==> src/hdl/vln_pkg.sv <==
// Shared constants and types for the vector length / normalize block.
// No dependencies; every other file in hdl/ imports this package.
package vln_pkg;

  localparam int COMP_WIDTH_DEF = 32;  // default component width
  localparam int GUARD_BITS     = 16;  // extra fraction bits carried by the root
  localparam int UNIT_FRAC      = 16;  // fraction bits of a unit component
  localparam int UNIT_W         = 18;  // signed Q1.16
  localparam int LEN_W          = 32;  // length output width
  localparam int QUO_BITS       = 20;  // quotient bits produced by a divider lane
  localparam int OP_W           = 2;
  localparam int OUT_W          = 88;  // 32 + 3*18 = 86, padded to bytes

  // operation codes, bit 0 = normalize, bit 1 = 2D
  localparam logic [OP_W-1:0] OP_LEN_3D  = 2'd0;
  localparam logic [OP_W-1:0] OP_NORM_3D = 2'd1;
  localparam logic [OP_W-1:0] OP_LEN_2D  = 2'd2;
  localparam logic [OP_W-1:0] OP_NORM_2D = 2'd3;

  localparam logic [QUO_BITS-1:0] UNIT_ONE = QUO_BITS'(1) << UNIT_FRAC;

  // per-item control that travels beside the datapath
  typedef struct packed {
    logic valid;
    logic norm;
    logic two_d;
    logic zero;
  } ctl_t;

endpackage

==> src/hdl/vln_square.sv <==
// Component lane front end: magnitude and square of one signed component.
// Two register stages; the square is built from three half-width products.
// Depends on vln_pkg.
module vln_square #(
  parameter int COMP_WIDTH = vln_pkg::COMP_WIDTH_DEF
) (
  input  logic                    clk_i,
  input  logic                    en_i,
  input  logic [COMP_WIDTH-1:0]   comp_i,
  output logic [COMP_WIDTH-1:0]   mag_o,
  output logic                    neg_o,
  output logic [2*COMP_WIDTH-1:0] sq_o
);
  import vln_pkg::*;

  localparam int LO_W = (COMP_WIDTH + 1) / 2;
  localparam int HI_W = COMP_WIDTH - LO_W;
  localparam int SQ_W = 2 * COMP_WIDTH;

  logic [COMP_WIDTH-1:0] mag;
  logic                  neg;
  logic [2*LO_W-1:0]     p_ll_d, p_ll_q;
  logic [COMP_WIDTH-1:0] p_lh_d, p_lh_q;
  logic [2*HI_W-1:0]     p_hh_d, p_hh_q;
  logic [COMP_WIDTH-1:0] mag1_q, mag2_q;
  logic                  neg1_q, neg2_q;
  logic [SQ_W-1:0]       sq_d, sq_q;

  // magnitude of the two's complement component
  always_comb begin
    neg = comp_i[COMP_WIDTH-1];
    mag = neg ? (~comp_i + COMP_WIDTH'(1)) : comp_i;
  end

  // partial products of the split magnitude
  always_comb begin
    p_ll_d = (2*LO_W)'(mag[LO_W-1:0]) * (2*LO_W)'(mag[LO_W-1:0]);
    p_lh_d = COMP_WIDTH'(mag[LO_W-1:0]) * COMP_WIDTH'(mag[COMP_WIDTH-1:LO_W]);
    p_hh_d = (2*HI_W)'(mag[COMP_WIDTH-1:LO_W]) * (2*HI_W)'(mag[COMP_WIDTH-1:LO_W]);
  end

  always_ff @(posedge clk_i) begin
    if (en_i) begin
      p_ll_q <= p_ll_d;
      p_lh_q <= p_lh_d;
      p_hh_q <= p_hh_d;
      mag1_q <= mag;
      neg1_q <= neg;
    end
  end

  // recombine: ll + 2*lh<<LO + hh<<2LO
  always_comb begin
    sq_d = SQ_W'(p_ll_q) + (SQ_W'(p_lh_q) << (LO_W + 1)) + (SQ_W'(p_hh_q) << (2 * LO_W));
  end

  always_ff @(posedge clk_i) begin
    if (en_i) begin
      sq_q   <= sq_d;
      mag2_q <= mag1_q;
      neg2_q <= neg1_q;
    end
  end

  assign mag_o = mag2_q;
  assign neg_o = neg2_q;
  assign sq_o  = sq_q;

endmodule

==> config.mk <==
export PLATFORM = sky130hd
export DESIGN_NAME = vln_square
export DESIGN_NICKNAME = d
export VERILOG_FILES = /design/src/hdl/vln_pkg.sv /design/src/hdl/vln_square.sv
export SDC_FILE = /design/constraint.sdc
export NUM_CORES = 2
export LEC_CHECK = 0
export CAP_MARGIN = 20
export CORE_UTILIZATION = 35
export DETAILED_ROUTE_END_ITERATION = 12
export DONT_BUFFER_PORTS = 1
export HOLD_SLACK_MARGIN = 0.15
export PLACE_DENSITY = 0.47
export SLEW_MARGIN = 20
export SYNTH_ARGS = -nofsm -noshare
export SYNTH_HDL_FRONTEND = slang
export SYNTH_SLANG_ARGS = --single-unit
export TNS_END_PERCENT = 5
==> constraint.sdc <==
create_clock -name clk_i -period 12.15 [get_ports clk_i]
set_input_delay 1.215 -clock clk_i [delete_from_list [all_inputs] [get_ports clk_i]]
set_output_delay 1.215 -clock clk_i [all_outputs]
set_load 0.03 [all_outputs]
After elaboration in Yosys (flattened, before gate mapping)
Index checks and enable logic that the tools add are counted.

storage, ports and cells
  register bits after elaboration = 226
  word-level logic and storage cells = 16

operators by class
  add/sub/neg operators = 3
  multiply operators = 3
  muxes and demuxes = 1
  bitwise operators = 1

operators with widths
  kind                                           count
  multiplier 16 x 16 -> 32 bit                   3
  adder 50 x 64 -> 64 bit                        1
  adder 32 x 49 -> 50 bit                        1
  adder 32 x 1 -> 32 bit, second input constant  1
  2-to-1 mux 32 bit                              1
  inverter 32 bit                                1

Depth between registers and ports, before layout
  depth after elaboration = 4
  mapped depth = 36

Worst setup path before layout
OpenSTA, ideal clock, no wires.

  kind = input port to flip-flop
  start point = input port comp_i[0]
  end point = register p_hh_q[30], data pin
  data arrival time = 9653 ps
  required time = 11992 ps
  setup slack = 2340 ps
  stages = 36
  cells stage by stage = buf_6 inv_2 buf_1 ha_1 nand2b_1 or3_1 or3_4 or2_1 nand2b_2 o31ai_4 xor2_2 inv_2 nand2_1 inv_1 fa_1 inv_1 fa_1 inv_1 fa_1 inv_1 fa_1 inv_1 fa_1 inv_1 fa_1 inv_1 ha_1 a21oi_1 o211ai_1 o211ai_1 a31oi_1 a41oi_1 o31ai_1 o41ai_1 or4b_2 o211ai_1

between the ends
  cells in the longest elaborated chain, start to end = 4

ends and longest elaborated chain
  what                          line              source
  start: declaration            vln_square.sv:9   input logic [COMP_WIDTH-1:0] comp_i,
  inverter 32 bit               vln_square.sv:32  mag = neg ? (~comp_i + COMP_WIDTH'(1)) : comp_i;
  adder 32 x 1 -> 32 bit        vln_square.sv:32
  2-to-1 mux 32 bit             vln_square.sv:32
  multiplier 16 x 16 -> 32 bit  vln_square.sv:39  p_hh_d = (2*HI_W)'(mag[COMP_WIDTH-1:LO_W]) * (2*HI_W)'(mag[COMP_WIDTH-1:LO_W]);
  via p_hh_d[30]                vln_square.sv:24  logic [2*HI_W-1:0] p_hh_d, p_hh_q;
  end signal: assignment        vln_square.sv:46  p_hh_q <= p_hh_d;
  end: declaration              vln_square.sv:24

The timed path passes the listed nets, and every way through them passes these cells.
A chain may end at the register's enable or synchronous reset.

Worst setup path after layout
  start point = input port comp_i[3]
  end point = register p_hh_q[30], data pin

Same word-level chain as after synthesis.

==> results.py <==
metrics = {
    "outcome": {
        "status": "completed",
    },
    "sta": {
        "period_share_pct": 82.4,
        "finalSetupViolCount": 0,
        "drv_slew": 0,
        "rsz0062_at_grt": "no",
        "timing.slew.headroom_pct": 29.5,
        "max_freq_mhz": 99.9,
        "worst_pin_slew_ps": 1060,
        "min_period_ps": 10010,
        "finClkSkew_ps": 42.4,
        "hold_violations": 0,
        "tns_ps": 0,
        "hold_slack_ps": 418,
        "worst_slack_ps": 2140,
    },
    "finish": {
        "layout.nets": 4046,
        "final_cell_mix": "inv_1 (704), fa_1 (522), nand2_1 (338)",
        "diodes": 0,
        "mostFrequentLayoutCell": "inv_1",
        "drive_above_1_share_pct": 4.46,
        "syn_to_final_growth_pct": 8.44,
        "layout.cells.non_filler": 4352,
        "final.fill_count": 8789,
    },
    "placement": {
        "place_inst": 4296,
        "place_ws_ps": 1520,
        "io_buffers": 0,
        "gp_congestion": 0.883,
        "dpl.hpwl_um": 68300,
    },
    "floorplanning": {
        "fp-row-count": 109,
        "fp.dieW_um": 301,
        "ioPinCount": 131,
        "coreArea_um2": 88400,
        "die_h_um": 301,
        "initial_core_util_pct": 35.4,
        "die_area_um2": 90500,
    },
    "clocking": {
        "insertion_delay_ps": 620,
        "clock_tree.buffer_depth": 3,
        "holdBufCountCts": 0,
        "path_clk_slew_ps": 60,
        "cts.sinks": 220,
        "cts_resized": 0,
        "postCtsSetupBuffers": 0,
        "htreeDepth": 1,
        "cts_root_buf": "clkbuf_16",
        "cts_tree": "done",
        "cts_made_buffers": 30,
    },
    "global_routing": {
        "antenna_found_initial": 3,
        "grt_overflow": 0,
        "grt_pass1_vias": 23400,
        "grt_usage_pct": 19.9,
        "grt_first_pass_wirelength_um": 137000,
        "grt_max_degree": 221,
    },
    "logic_synthesis": {
        "synth_compound_area_share_pct": 7.16,
        "synth_seq_cells": 220,
        "yosysWarnings": 0,
        "synth_area_um2": 31200,
        "async_flop_share_pct": 0,
        "yosysSeqAreaShare_pct": 21.1,
        "synth_flop_cell": "edfxtp_1",
        "synth-simple-area-share_pct": 10.1,
        "synth_top_family_by_area": "adder cells",
        "yosys.area_share.adder_pct": 46.5,
        "synthDistinctLibCells": 76,
        "synth_cells": 3147,
        "syn_area_per_cell_um2": 9.93,
        "synth_edf_count": 220,
        "yosys.area_share.xor_xnor_pct": 4.91,
        "synth_mux_area_share_pct": 0.0681,
    },
    "critical_path": {
        "critical-path-max-stage-delay_ps": 640,
        "path_max_fanout": 11,
        "path_class": "input pin to flop",
        "worstPathArrival_ps": 10470,
        "end_kind": "flop",
        "cp_slowest_cell": "or4b_2",
        "critPathLaunchType": "input pin",
        "cp.required_ps": 12610,
    },
    "route": {
        "firstDrtPassIters": 5,
        "drc_errors": 0,
        "vias_per_cell": 4.93,
        "wl_per_cell_um": 20.2,
        "wl_um": 87700,
        "drt_iter0_drc": 1248,
        "final_antenna_net_count": 0,
        "via_count": 21500,
    },
    "job": {
        "drv_cap": 0,
    },
    "hold_path": {
        "min_path_type": "flop to flop",
    },
}
metrics by stage:
step / instance area (um^2) / utilization [%]
after global routing: 33900 / 38.3
after detailed placement: 32900 / 37.2
after floorplan: 31300 / -
final: 33900 / 38.3
after CTS: 33900 / 38.3
after global placement: 32900 / 37.2
Yosys cell counts (11+ instances only):
master / instances / area [um^2]
o211ai_1: 11 / 82.6
o31ai_1: 14 / 105
o21ai_0: 58 / 290
a21oi_1: 109 / 546
ha_1: 327 / 4090
nor2_1: 277 / 1040
o21a_1: 15 / 113
xor2_1: 57 / 499
a211oi_1: 11 / 82.6
fa_1: 522 / 10500
xnor2_1: 108 / 946
o21bai_1: 17 / 128
inv_1: 704 / 2640
buf_2: 15 / 75.1
nor2b_1: 15 / 93.8
edfxtp_1: 220 / 6610
nand4_1: 12 / 75.1
or3_1: 11 / 68.8
nand3_1: 15 / 75.1
and3_1: 16 / 100
nand2_1: 338 / 1270
clkbuf_1: 58 / 218
a21o_1: 57 / 428
nor3_1: 15 / 75.1
layer usage:
metal,wire [um],global-route usage [%]
met1,40300,28.3
met2,39000,31.2
met5,0,0
met4,2080,5.02
met3,6330,3.67
final timing paths:
kind / startpoint / endpoint / slack [ps] / cells after the start
min reg2reg: mag1_q[4]$_DFFE_PP_ / mag_o[4]$_DFFE_PP_ / 420 / 0
min: mag1_q[4]$_DFFE_PP_ / mag_o[4]$_DFFE_PP_ / 420 / 0
max reg2reg: p_ll_q[18]$_DFFE_PP_ / sq_o[62]$_DFFE_PP_ / 8560 / 10
max: comp_i[3] / p_hh_q[30]$_DFFE_PP_ / 2140 / 30
worst max-delay path, delay by kind of cell:
kind                     cells  cell delay [ps]
adder cells (fa/ha/maj)      7             3320
AND/OR/NAND/NOR              8             3000
AO/OA/AOI/OAI                7             1790
buffers and inverters        7              770
XOR/XNOR                     1              360
flip-flops by register name, summed over array words and instances, names as in the netlist:
name and count:
sq_o 62, mag_o 32, p_lh_q 32, p_hh_q 31, p_ll_q 31, mag1_q 30, neg1_q 1, neg_o 1
area by class of cell:
class | count | area, um^2 | share of cell area [%]
flip-flops and latches | 220 | 6610 | 19.5
clock buffers | 36 | 795 | 2.35
repair buffers | 59 | 443 | 1.31
well taps | 1165 | 1460 | 4.30
multi-input cells | 2131 | 21700 | 64.0
clock inverters | 20 | 198 | 0.584
inverters | 721 | 2710 | 8.00
cells by family after synthesis:
group,count (synthesis)
DFF,220
AOI/OAI and AO/OA,346
adders and majority gates,849
and+or+nand+nor,745
other,2
xor gates and xnor gates,169
buffers and inverters,814
muxes,2
Power is left out: the tool's default activity adds up to more than one toggle a clock period on the data nets, which glitch-free logic cannot reach.
